===== config.mk =====
export PLATFORM = sky130hd
export DESIGN_NAME = siocr_ctrl
export DESIGN_NICKNAME = d
export VERILOG_FILES = /design/src/rtl/siocr_pkg.sv /design/src/rtl/siocr_ctrl.sv
export SDC_FILE = /design/constraint.sdc
export NUM_CORES = 1
export LEC_CHECK = 0
export BUFFER_PORTS_ARGS = -buffer_cell sky130_fd_sc_hd__buf_2
export CAP_MARGIN = 5
export CORE_MARGIN = 2
export CORE_UTILIZATION = 35
export CTS_CLUSTER_DIAMETER = 80
export DETAILED_ROUTE_END_ITERATION = 7
export MAX_ROUTING_LAYER = met4
export PLACE_DENSITY = 0.54
export SYNTH_ARGS = -nofsm -noshare
export SYNTH_HDL_FRONTEND = slang
export SYNTH_SLANG_ARGS = --single-unit

===== constraint.sdc =====
create_clock -name clk_i -period 1.65 [get_ports clk_i]
set_clock_uncertainty 0.05 [all_clocks]
set_input_delay 0.33 -clock clk_i [delete_from_list [all_inputs] [get_ports clk_i]]
set_output_delay 0.33 -clock clk_i [all_outputs]
set_load 0.005 [all_outputs]

===== src/rtl/siocr_pkg.sv =====
// ----------------------------------------------------------------------------
// siocr_pkg: shared types, constants and tables
// Register map tables, device page defaults and write masks for the
// configuration register space.
// ----------------------------------------------------------------------------
`default_nettype none

package siocr_pkg;

  localparam int LAST_DEVICE = 8;
  localparam int PAGE_COUNT  = LAST_DEVICE + 1;
  localparam int RAM_DEPTH   = PAGE_COUNT * 256;
  localparam int RAM_AW      = $clog2(RAM_DEPTH);
  localparam int DEV_W       = 4;

  // GPIO window registers live in this device page
  localparam logic [DEV_W-1:0] GPIO_DEV = DEV_W'(8);
  localparam logic             GPIO_OK  = (8 <= LAST_DEVICE);

  // configuration register indexes
  localparam logic [1:0] CFG_ALT_MODE = 2'd0;
  localparam logic [1:0] CFG_ALT_PORT = 2'd1;

  // magic index writes
  localparam logic [7:0] KEY_ENTER = 8'h55;
  localparam logic [7:0] KEY_EXIT  = 8'hAA;

  // fixed lock / unlock ports and quirky read ports
  localparam logic [15:0] PORT_LOCK   = 16'h00F9;
  localparam logic [15:0] PORT_UNLOCK = 16'h00FB;
  localparam logic [15:0] PORT_EA     = 16'h00EA;
  localparam logic [15:0] PORT_EB     = 16'h00EB;

  typedef struct packed {
    logic              clear;
    logic [RAM_AW-1:0] clr_addr;
    logic              capture;
    logic              commit;
  } siocr_cmd_t;

  typedef struct packed {
    logic       hit;
    logic [7:0] mask;
    logic [7:0] orv;
    logic [7:0] en;
  } dev_wr_t;

  typedef struct packed {
    logic       hit;
    logic [7:0] idx;
    logic [7:0] mask;
  } gpio_map_t;

  // page address of a device register
  function automatic logic [RAM_AW-1:0] dev_addr(input logic [DEV_W-1:0] d,
                                                 input logic [7:0] r);
    dev_addr = RAM_AW'({d, r});
  endfunction

  // reset contents of the device pages
  function automatic logic [7:0] dev_default(input logic [DEV_W-1:0] d,
                                             input logic [7:0] r);
    logic [7:0] v;
    v = 8'h00;
    case (d)
      4'd0: begin
        case (r)
          8'h60: v = 8'h03;
          8'h61: v = 8'hF0;
          8'h70: v = 8'h06;
          8'h74: v = 8'h02;
          8'hF0: v = 8'h0E;
          8'hF2: v = 8'hFF;
          default: v = 8'h00;
        endcase
      end
      4'd3: begin
        case (r)
          8'h60: v = 8'h03;
          8'h61: v = 8'h78;
          8'h70: v = 8'h07;
          8'h74: v = 8'h04;
          8'hF0: v = 8'h3C;
          default: v = 8'h00;
        endcase
      end
      4'd4: begin
        case (r)
          8'h60: v = 8'h03;
          8'h61: v = 8'hF8;
          8'h70: v = 8'h04;
          default: v = 8'h00;
        endcase
      end
      4'd5: begin
        case (r)
          8'h60: v = 8'h02;
          8'h61: v = 8'hF8;
          8'h70: v = 8'h03;
          8'h74: v = 8'h04;
          8'hF1: v = 8'h02;
          8'hF2: v = 8'h03;
          default: v = 8'h00;
        endcase
      end
      4'd7: begin
        case (r)
          8'h61: v = 8'h60;
          8'h70: v = 8'h01;
          default: v = 8'h00;
        endcase
      end
      4'd8: begin
        case (r)
          8'hC0: v = 8'h06;
          8'hC1: v = 8'h03;
          default: v = 8'h00;
        endcase
      end
      default: v = 8'h00;
    endcase
    if (32'(d) > LAST_DEVICE) v = 8'h00;
    dev_default = v;
  endfunction

  // write rules of the device pages: mask, forced bits, activate side effect
  function automatic dev_wr_t dev_wr(input logic [DEV_W-1:0] d, input logic [7:0] r);
    dev_wr_t w;
    w = '{hit: 1'b0, mask: 8'hFF, orv: 8'h00, en: 8'h00};
    case (d)
      4'd0: begin
        if (r inside {8'h30, 8'h60, 8'h61, 8'h70, 8'h74, 8'hF2}) w.hit = 1'b1;
        else if (r == 8'hF0) begin w.hit = 1'b1; w.mask = 8'hEF; end
        else if (r == 8'hF1) begin w.hit = 1'b1; w.mask = 8'hFC; end
        else if (r inside {[8'hF4:8'hF7]}) begin w.hit = 1'b1; w.mask = 8'h5B; end
        if (r == 8'h30) w.en = 8'h01;
      end
      4'd3: begin
        if (r inside {8'h30, 8'h60, 8'h61, 8'h70, 8'h74, 8'hF0}) w.hit = 1'b1;
        else if (r == 8'hF1) begin w.hit = 1'b1; w.mask = 8'h03; end
        if (r == 8'h30) w.en = 8'h08;
      end
      4'd4: begin
        if (r inside {8'h30, 8'h60, 8'h61, 8'h70}) w.hit = 1'b1;
        else if (r == 8'hF0) begin w.hit = 1'b1; w.mask = 8'h83; end
        if (r == 8'h30) w.en = 8'h10;
      end
      4'd5: begin
        if (r inside {8'h30, [8'h60:8'h63], 8'h70, 8'h74, 8'hF2}) w.hit = 1'b1;
        else if (r == 8'hF0) begin w.hit = 1'b1; w.mask = 8'h03; end
        else if (r == 8'hF1) begin w.hit = 1'b1; w.mask = 8'h7F; end
        if (r == 8'h30) w.en = 8'h20;
      end
      4'd7: begin
        if (r inside {8'h30, 8'h70, 8'h72}) w.hit = 1'b1;
        else if (r == 8'hF0) begin w.hit = 1'b1; w.mask = 8'h84; end
      end
      4'd8: begin
        if (r inside {8'h30, 8'hB8, [8'hF1:8'hF3]}) w.hit = 1'b1;
        else if (r inside {8'hB4, 8'hB6}) begin w.hit = 1'b1; w.mask = 8'h9E; end
        else if (r == 8'hB5) begin w.hit = 1'b1; w.mask = 8'hD7; end
        else if (r == 8'hB7) begin w.hit = 1'b1; w.mask = 8'h17; end
        // reserved bits of C0 never change from their reset pattern
        else if (r == 8'hC0) begin w.hit = 1'b1; w.mask = 8'h1B; w.orv = 8'h04; end
        else if (r == 8'hC1) begin w.hit = 1'b1; w.mask = 8'h0F; end
        else if (r == 8'hF4) begin w.hit = 1'b1; w.mask = 8'hEF; end
      end
      default: w.hit = 1'b0;
    endcase
    dev_wr = w;
  endfunction

  // GPIO window index to device page register
  function automatic gpio_map_t gpio_map(input logic [7:0] g);
    gpio_map_t m;
    m = '{hit: 1'b0, idx: 8'hF4, mask: 8'hEF};
    if (g == 8'h03) begin
      m.hit = 1'b1;
    end else if (g inside {[8'h0C:8'h0F]}) begin
      m.hit  = 1'b1;
      m.idx  = 8'hA8 + g;
      m.mask = (g == 8'h0D) ? 8'hD7 : (g == 8'h0F) ? 8'h17 : 8'h9E;
    end
    gpio_map = m;
  endfunction

  function automatic logic [7:0] gpio_base_of(input logic [1:0] s);
    case (s)
      2'd0: gpio_base_of = 8'hE0;
      2'd1: gpio_base_of = 8'hE2;
      2'd2: gpio_base_of = 8'hE4;
      default: gpio_base_of = 8'hEA;
    endcase
  endfunction

  // ECP config-B IRQ field
  function automatic logic [7:0] irq_code(input logic [7:0] irq);
    case (irq)
      8'd5:  irq_code = 8'h38;
      8'd7:  irq_code = 8'h08;
      8'd9:  irq_code = 8'h10;
      8'd10: irq_code = 8'h18;
      8'd11: irq_code = 8'h20;
      8'd14: irq_code = 8'h28;
      8'd15: irq_code = 8'h30;
      default: irq_code = 8'h00;
    endcase
  endfunction

endpackage

`default_nettype wire


===== src/rtl/siocr_ctrl.sv =====
// ----------------------------------------------------------------------------
// siocr_ctrl: sequencer
// Runs the page-fill sweep after reset, then accepts one request, lets the
// page memory read settle and commits it into the result slot.
// ----------------------------------------------------------------------------
`default_nettype none

module siocr_ctrl (
  input  wire logic                clk_i,
  input  wire logic                rst_ni,
  input  wire logic                in_valid_i,
  output logic                     in_stall_o,
  output logic                     out_valid_o,
  input  wire logic                out_stall_i,
  output siocr_pkg::siocr_cmd_t    cmd_o
);
  import siocr_pkg::*;

  typedef enum logic [2:0] {
    ST_CLEAR = 3'b001,
    ST_IDLE  = 3'b010,
    ST_EXEC  = 3'b100
  } state_e;

  state_e            state_q, state_d;
  logic [RAM_AW-1:0] cnt_q, cnt_d;
  logic              out_valid_q, out_valid_d;
  logic              accept, commit;

  localparam logic [RAM_AW-1:0] CNT_LAST = RAM_AW'(RAM_DEPTH - 1);

  assign accept = (state_q == ST_IDLE) && in_valid_i;
  assign commit = (state_q == ST_EXEC) && (!out_valid_q || !out_stall_i);

  // next state
  always_comb begin
    state_d = state_q;
    cnt_d   = cnt_q;
    case (state_q)
      ST_CLEAR: begin
        cnt_d = cnt_q + RAM_AW'(1);
        if (cnt_q == CNT_LAST) state_d = ST_IDLE;
      end
      ST_IDLE: if (accept) state_d = ST_EXEC;
      ST_EXEC: if (commit) state_d = ST_IDLE;
      default: state_d = ST_CLEAR;
    endcase
  end

  // result slot
  always_comb begin
    out_valid_d = out_valid_q;
    if (commit) out_valid_d = 1'b1;
    else if (!out_stall_i) out_valid_d = 1'b0;
  end

  always_ff @(posedge clk_i or negedge rst_ni) begin
    if (!rst_ni) begin
      state_q     <= ST_CLEAR;
      cnt_q       <= '0;
      out_valid_q <= 1'b0;
    end else begin
      state_q     <= state_d;
      cnt_q       <= cnt_d;
      out_valid_q <= out_valid_d;
    end
  end

  assign in_stall_o     = (state_q != ST_IDLE);
  assign out_valid_o    = out_valid_q;
  assign cmd_o.clear    = (state_q == ST_CLEAR);
  assign cmd_o.clr_addr = cnt_q;
  assign cmd_o.capture  = accept;
  assign cmd_o.commit   = commit;

  // checks
  a_accept_exec: assert property (@(posedge clk_i) disable iff (!rst_ni)
    accept |=> (state_q == ST_EXEC))
    else $error("accepted request did not start execution");
  a_commit_valid: assert property (@(posedge clk_i) disable iff (!rst_ni)
    commit |=> out_valid_q)
    else $error("committed result not presented");
  a_hold_exec: assert property (@(posedge clk_i) disable iff (!rst_ni)
    (state_q == ST_EXEC) && out_valid_q && out_stall_i |=> (state_q == ST_EXEC))
    else $error("result overwritten while stalled");

endmodule

`default_nettype wire


==> impl_metrics.csv, run 1 <==
group,metric,value,unit
status,status,"complete, but fails checks",
status,violations,"negative setup slack",
synthesis,synth.yosys.seq_area_share,0.522,
global_routing,grt_util_met3,0.0526,
synthesis,synth_top_family_by_area,"simple AND/OR/NAND/NOR gates",
timing,fin_hold_ws,0.258,ns
layout,fin_util,0.513,
global_routing,grt_use_met1,0.184,
route,firstDrtPassIters,4,
power,switching_share,0.342,
worst_setup_path,worstPathRequired,1.27,ns
global_routing,grt_pass1_wl,2770,um
synthesis,synth.most_common_cell,"dfrtp_1",
place,dp_slack,0.0824,ns
synthesis,synth-edff-count,0,
power,p_comb_frac,0.251,
synthesis,syn_nets,72,
global_routing,antenna_found_initial,0,
layout,n_antenna_cell,0,
synthesis,ys_top_cells_by_area,"dfrtp_1 (49%), xor2_1 (9.1%), nand4_1 (4.9%)",
timing,min_period,1.69,ns
synthesis,synth_top_area_share,0.488,
place,portBuffers,20,
synthesis,synthFlopType,"dfrtp_1",
global_routing,grt_pass1_vias,616,
power,power_density,1120,nW/um^2
synthesis,synth_compound_area_frac,0.0683,
power,ir_worst_vdd,0.00102,V
global_routing,grt_max_degree,17,
place,dp_hpwl,1100,um
power,pwr-share-clk,0.226,
clock_network,htreeDepth,1,
power,total_power,0.00116,W
synthesis,synth_cell_types,26,
synthesis,synth_xor_area_frac,0.125,
route,wl_per_cell,13.3,um
route,detail-route-antenna-nets,0,
route,wl,1650,um
die,start_util,0.381,
timing,slew_violations,0,
synthesis,yosys-mux-area-fraction,0.0146,
synthesis,yosysTopAreaCell,"dfrtp_1",
min_path,min_path_type,"input port to flop",
synthesis,synth_top_cells_by_count,"dfrtp_1 (15), xor2_1 (8), nand4_1 (6), nand2_1 (5), nor2_1 (4)",
timing,finalCritPeriodShare,1.02,
synthesis,synth_fa_ha_area_frac,0.0163,
timing,relSlewSlack,0.762,
layout,area_growth,34.8,%
clock_network,clk_path_buf_depth,2,
synthesis,synth_seq_cells,16,
global_routing,globalRoute.busiestLayer,"met2",
clock_network,cts_tree,"done",
route,drc,0,
run,maxCapViolCount,0,
worst_setup_path,start_kind,"flop",
synthesis,synthCells,67,
die,dieArea,2590,um^2
global_routing,use_met2,0.228,
worst_setup_path,critPathCaptureType,"primary output",
die,io_pins,21,
timing,rsz0062_at_grt,"true",
route,via_per_inst,4.89,
clock_network,cts_root_buf,"clkbuf_4",
worst_setup_path,cp_max_fo,5,
global_routing,grt-ovfl-total,0,
die,rows,16,
power,p_int,0.000763,W
min_path,min_path_cells,3,
clock_network,clk_latency,0.29,ns
synthesis,async_reset_ff_frac,1.00,
die,die_x,50.9,um
place,finalWeightedCongestion,0.776,
timing,setup_slack,-0.0376,ns
timing,tightest_slew,0.357,ns
route,drtIter0Drc,8,
synthesis,ys_warn_count,0,
timing,setup_viol,3,
clock_network,clk_pin_slew,0.09,ns
clock_network,cts_buffers,3,
global_routing,grt_use_total,0.147,
power,switchingPower,0.000397,W
worst_setup_path,crit_type,"flop to primary output",
place,dp_cells,114,
worst_setup_path,cp.arrival,1.31,ns
die,core,2020,um^2
worst_setup_path,r2r_cells,4,
layout,nets,103,
synthesis,synth.avg_cell_area,11.5,um^2
die,die_y,50.9,um
clock_network,clock_sinks,16,
synthesis,synth_area,769,um^2
synthesis,yosys.area_share.simple,0.229,
power,seqPwrFrac,0.523,
power,p_leak,0.489,nW
route,vias,606,
layout,fin_cells,124,
layout,layout-drive-gt1-share,0.423,
timing,max_freq,593,MHz
timing,hold_viol,0,
## layer usage
metal	wire length [um]	vias to the layer above
li1	-	302
met1	788	285
met2	753	17
met3	91	2
met4	13	0
met5	0	-
## through the flow
stage | cell area [um^2] | setup TNS (ns)
floorplan | 769 | 0
global placement | 903 | 0
detailed placement | 903 | 0
CTS | 1000 | -0.119
global route | 1040 | -0.306
finish | 1040 | -0.0752
## power groups by stage
stage               Clock (W)  Combinational, W  Sequential, W
floorplan                   0          0.000157       0.000600
global placement            0          0.000281       0.000616
detailed placement          0          0.000284       0.000613
CTS                  0.000267          0.000287       0.000606
global route         0.000291          0.000330       0.000625
finish               0.000262          0.000291       0.000606
## worst max-delay path: stages, from the launching register on
cell and delay [ns]:
dfrtp_1 0.44, nand2b_4 0.16, or2_4 0.22, nor2_1 0.08
buf_2 0.11
## layout make-up
cell class / count / area (um^2)
flip-flops and latches: 16 / 403
fillers: 189 / 985
repair buffers: 28 / 176
clock buffers: 4 / 36.3
inverters: 1 / 3.75
well taps: 27 / 33.8
multi-input cells: 48 / 384
## path summary, 6_finish.rpt
check / startpoint / endpoint / slack [ns]
worst max-delay path: state_q[2] / cmd_o[1] / -0.04
worst min-delay path: out_stall_i / out_valid_o / 0.26
worst max register to register: state_q[0] / cnt_q[11] / 0.07
worst min register to register: cnt_q[11] / cnt_q[11] / 0.44
max in group asynchronous: rst_ni / state_q[0] / 0.83
min in group asynchronous: rst_ni / out_valid_o / 0.42
## flip-flops by register name (all words and copies together), names as in the netlist
name and cells:
cnt_q 12, out_valid_o 1, state_q 3
## what timing repair did
item                       in CTS  in global routing
pin swaps                       2                  1
hold endpoints to repair       15                  0
hold buffers                    1                  0
setup endpoints to repair       4                  7
gates resized for setup         6                  4
buffers inserted                4                  1
## logic make-up (layout without fill, tap and decap cells)
kind of cell / count (synthesis) / after routing
AOI/OAI and AO/OA: 7 / 7
xor gates and xnor gates: 11 / 11
adders and majority gates: 1 / 1
buffers and inverters: 3 / 33
DFF: 16 / 16
muxes: 1 / 1
and+or+nand+nor: 28 / 28
## placed cells by master, fill, tap and decap left out
cell type and n:
nor3_1 3, nand2_1 5, ha_1 1, dfstp_2 1
xnor2_1 3, nor3b_2 1, o21ai_0 1, dfrtp_1 14
buf_4 5, a21o_1 1, a2bb2oi_1 1, nor2_1 4
a21oi_1 1, dlygate4sd3_1 1, or4b_2 1, dfrtp_2 1
mux2_1 1, o31a_1 1, xor2_1 8, nor4_2 2
clkbuf_8 1, or2_4 1, inv_1 1, o32ai_2 1
o22a_1 1, nand2b_1 1, nand4_1 6, clkbuf_4 3
nand4bb_1 2, buf_6 3, nor3b_4 1, nand2b_4 1
buf_2 19
Power figures use the tool's default switching activity.
==> inputs of run 2 (changes only) <==
--- a/config.mk
+++ b/config.mk
@@ -7,6 +7,7 @@
 export LEC_CHECK = 0
 export BUFFER_PORTS_ARGS = -buffer_cell sky130_fd_sc_hd__buf_2
 export CAP_MARGIN = 5
+export CORE_ASPECT_RATIO = 1.1
 export CORE_MARGIN = 2
 export CORE_UTILIZATION = 35
 export CTS_CLUSTER_DIAMETER = 80
==> constraint.sdc (replaced) <==
create_clock -name clk_i -period 2.2 [get_ports clk_i]
set_clock_uncertainty 0.05 [all_clocks]
set_input_delay 0.44 -clock clk_i [delete_from_list [all_inputs] [get_ports clk_i]]
set_output_delay 0.44 -clock clk_i [all_outputs]
set_load 0.005 [all_outputs]
==> run 2 against run 1 <==
Effect of this change:
- clock power decreased by 38%
- power shrank 28%
- routed wire length fell by 11%
- largest power group unchanged
- the flow now finishes without violations
- critical endpoint unchanged
- worst hold slack improved by 0.10 ns
- final cell count fell by 4.8%
- via count is 5.3% lower
==> impl_metrics.csv, run 2 (synthesized netlist as in run 1, its figures left out) <==
group,metric,value,unit
route,met3WireLength,66,um
worst_setup_path,slowest_delay,0.45,ns
run,maxCapViolCount,0,
die,core,2040,um^2
global_routing,grt_use_total,0.142,
timing,fin_setup_tns,0,ns
status,status,"finished, final reports clean",
die,io_pins,21,
die,die_y,53.2,um
die,dieArea,2590,um^2
global_routing,grt_max_degree,17,
layout,final_cell_mix,"buf_2 (20), dfrtp_1 (15), xor2_1 (8)",
route,vias,574,
global_routing,grt-ovfl-total,0,
timing,tightest_slew,0.361,ns
timing,max_freq,518,MHz
layout,layout-drive-gt1-share,0.300,
global_routing,grt_pass1_vias,550,
route,m1WireLength,736,um
clock_network,htreeDepth,1,
worst_setup_path,r2r_cells,3,
place,dp_hpwl,1100,um
route,drtIter0Drc,2,
die,rows,17,
timing,slew_violations,0,
worst_setup_path,crit_chain,"nand2b_1 -> or2_2 -> nor2_1 -> buf_2",
layout,area_growth,20.3,%
worst_setup_path,slowest_stage,"dfrtp_1",
worst_setup_path,start_kind,"flop",
worst_setup_path,worstPathRequired,1.71,ns
power,p_leak,0.442,nW
worst_setup_path,critPathCaptureType,"primary output",
clock_network,cts_buffers,3,
clock_network,clk_latency,0.29,ns
power,power_density,896,nW/um^2
clock_network,cts_root_buf,"clkbuf_4",
die,die_x,48.7,um
layout,mostFrequentLayoutCell,"buf_2",
route,drc,0,
worst_setup_path,crit_type,"flop to primary output",
route,wl_met2,614,um
place,finalWeightedCongestion,0.696,
layout,largest_reg_flops,12,
route,highest_layer,"met4",
worst_setup_path,cp_max_fo,6,
min_path,min_path_cells,3,
layout,regMostFlops,"cnt_q",
route,firstDrtPassIters,4,
layout,nets,96,
route,via_per_inst,4.86,
power,ir_worst_vdd,0.000380,V
clock_network,cts_tree,"done",
global_routing,grt_pass1_wl,2600,um
worst_setup_path,cp.arrival,1.44,ns
place,portBuffers,20,
timing,hold_viol,0,
die,start_util,0.377,
clock_network,clk_path_buf_depth,2,
global_routing,antenna_found_initial,0,
timing,relSlewSlack,0.759,
timing,rsz0062_at_grt,"false",
clock_network,clk_pin_slew,0.09,ns
timing,min_period,1.93,ns
power,total_power,0.000830,W
timing,setup_viol,0,
min_path,min_path_type,"input port to flop",
clock_network,clock_sinks,16,
layout,n_antenna_cell,0,
timing,finalCritPeriodShare,0.878,
route,detail-route-antenna-nets,0,
route,wl_per_cell,12.4,um
route,wl,1460,um
## run 2: cell types whose count changed in the layout (fill, tap and decap cells not counted), sizes merged
cell,change
buf,-7
## run 2: routing by layer
| layer | global-route usage | up-vias |
|---|---|---|
| met3 | 0.0169 | 5 |
| met5 | - | - |
| li1 | - | 288 |
| met4 | 0.100 | 0 |
| met2 | 0.194 | 20 |
| met1 | 0.197 | 261 |
## run 2: where the power goes
group | switching (W) | leakage, nW | internal, W
Combinational | 0.0000999 | 0.222 | 0.000112
Sequential | 0.0000963 | 0.206 | 0.000358
Clock | 0.0000924 | 0.0150 | 0.0000706
Total | 0.000289 | 0.442 | 0.000541
## run 2: what timing repair did
item,in CTS,in global routing
resized for setup,0,0
setup buffers,0,0
setup endpoints to repair,0,0
hold endpoints to repair,8,0
hold buffers,1,0
## run 2: cell type report
type,count,area (um^2)
Timing Repair Buffer,21,110
Inverter,1,3.75
Multi-Input combinational cell,48,349
Sequential cell,16,402
Tap cell,28,35.0
Clock buffer,4,26.3
Fill cell,216,1120
## run 2: through the flow
| step | utilization | hold WS (ns) | worst slack, ns | cells | area (um^2) |
|---|---|---|---|---|---|
| floorplan | - | 0.0944 | 0.614 | 67 | 769 |
| global placement | 0.436 | 0.325 | 0.603 | 113 | 890 |
| detailed placement | 0.436 | 0.329 | 0.583 | 113 | 890 |
| CTS | 0.453 | 0.351 | 0.259 | 118 | 926 |
| global route | 0.453 | 0.384 | 0.195 | 118 | 926 |
| finish | 0.453 | 0.358 | 0.269 | 118 | 926 |
## run 2: worst paths after layout
check                            startpoint     endpoint  slack, ns
worst max-delay path             state_q[2]     cmd_o[1]       0.27
worst min-delay path            out_stall_i  out_valid_o       0.36
worst max register to register   state_q[0]   state_q[0]       0.61
worst min register to register    cnt_q[11]    cnt_q[11]       0.44
max in group asynchronous            rst_ni   state_q[0]       1.26
min in group asynchronous            rst_ni     cnt_q[0]       0.53
## run 2: worst max-delay path: cells and delay by family, from the launching register on
| family | cells | cell delay (ns) |
|---|---|---|
| buffers and inverters | 1 | 0.11 |
| AND/OR/NAND/NOR | 3 | 0.60 |
| flip-flops | 1 | 0.45 |
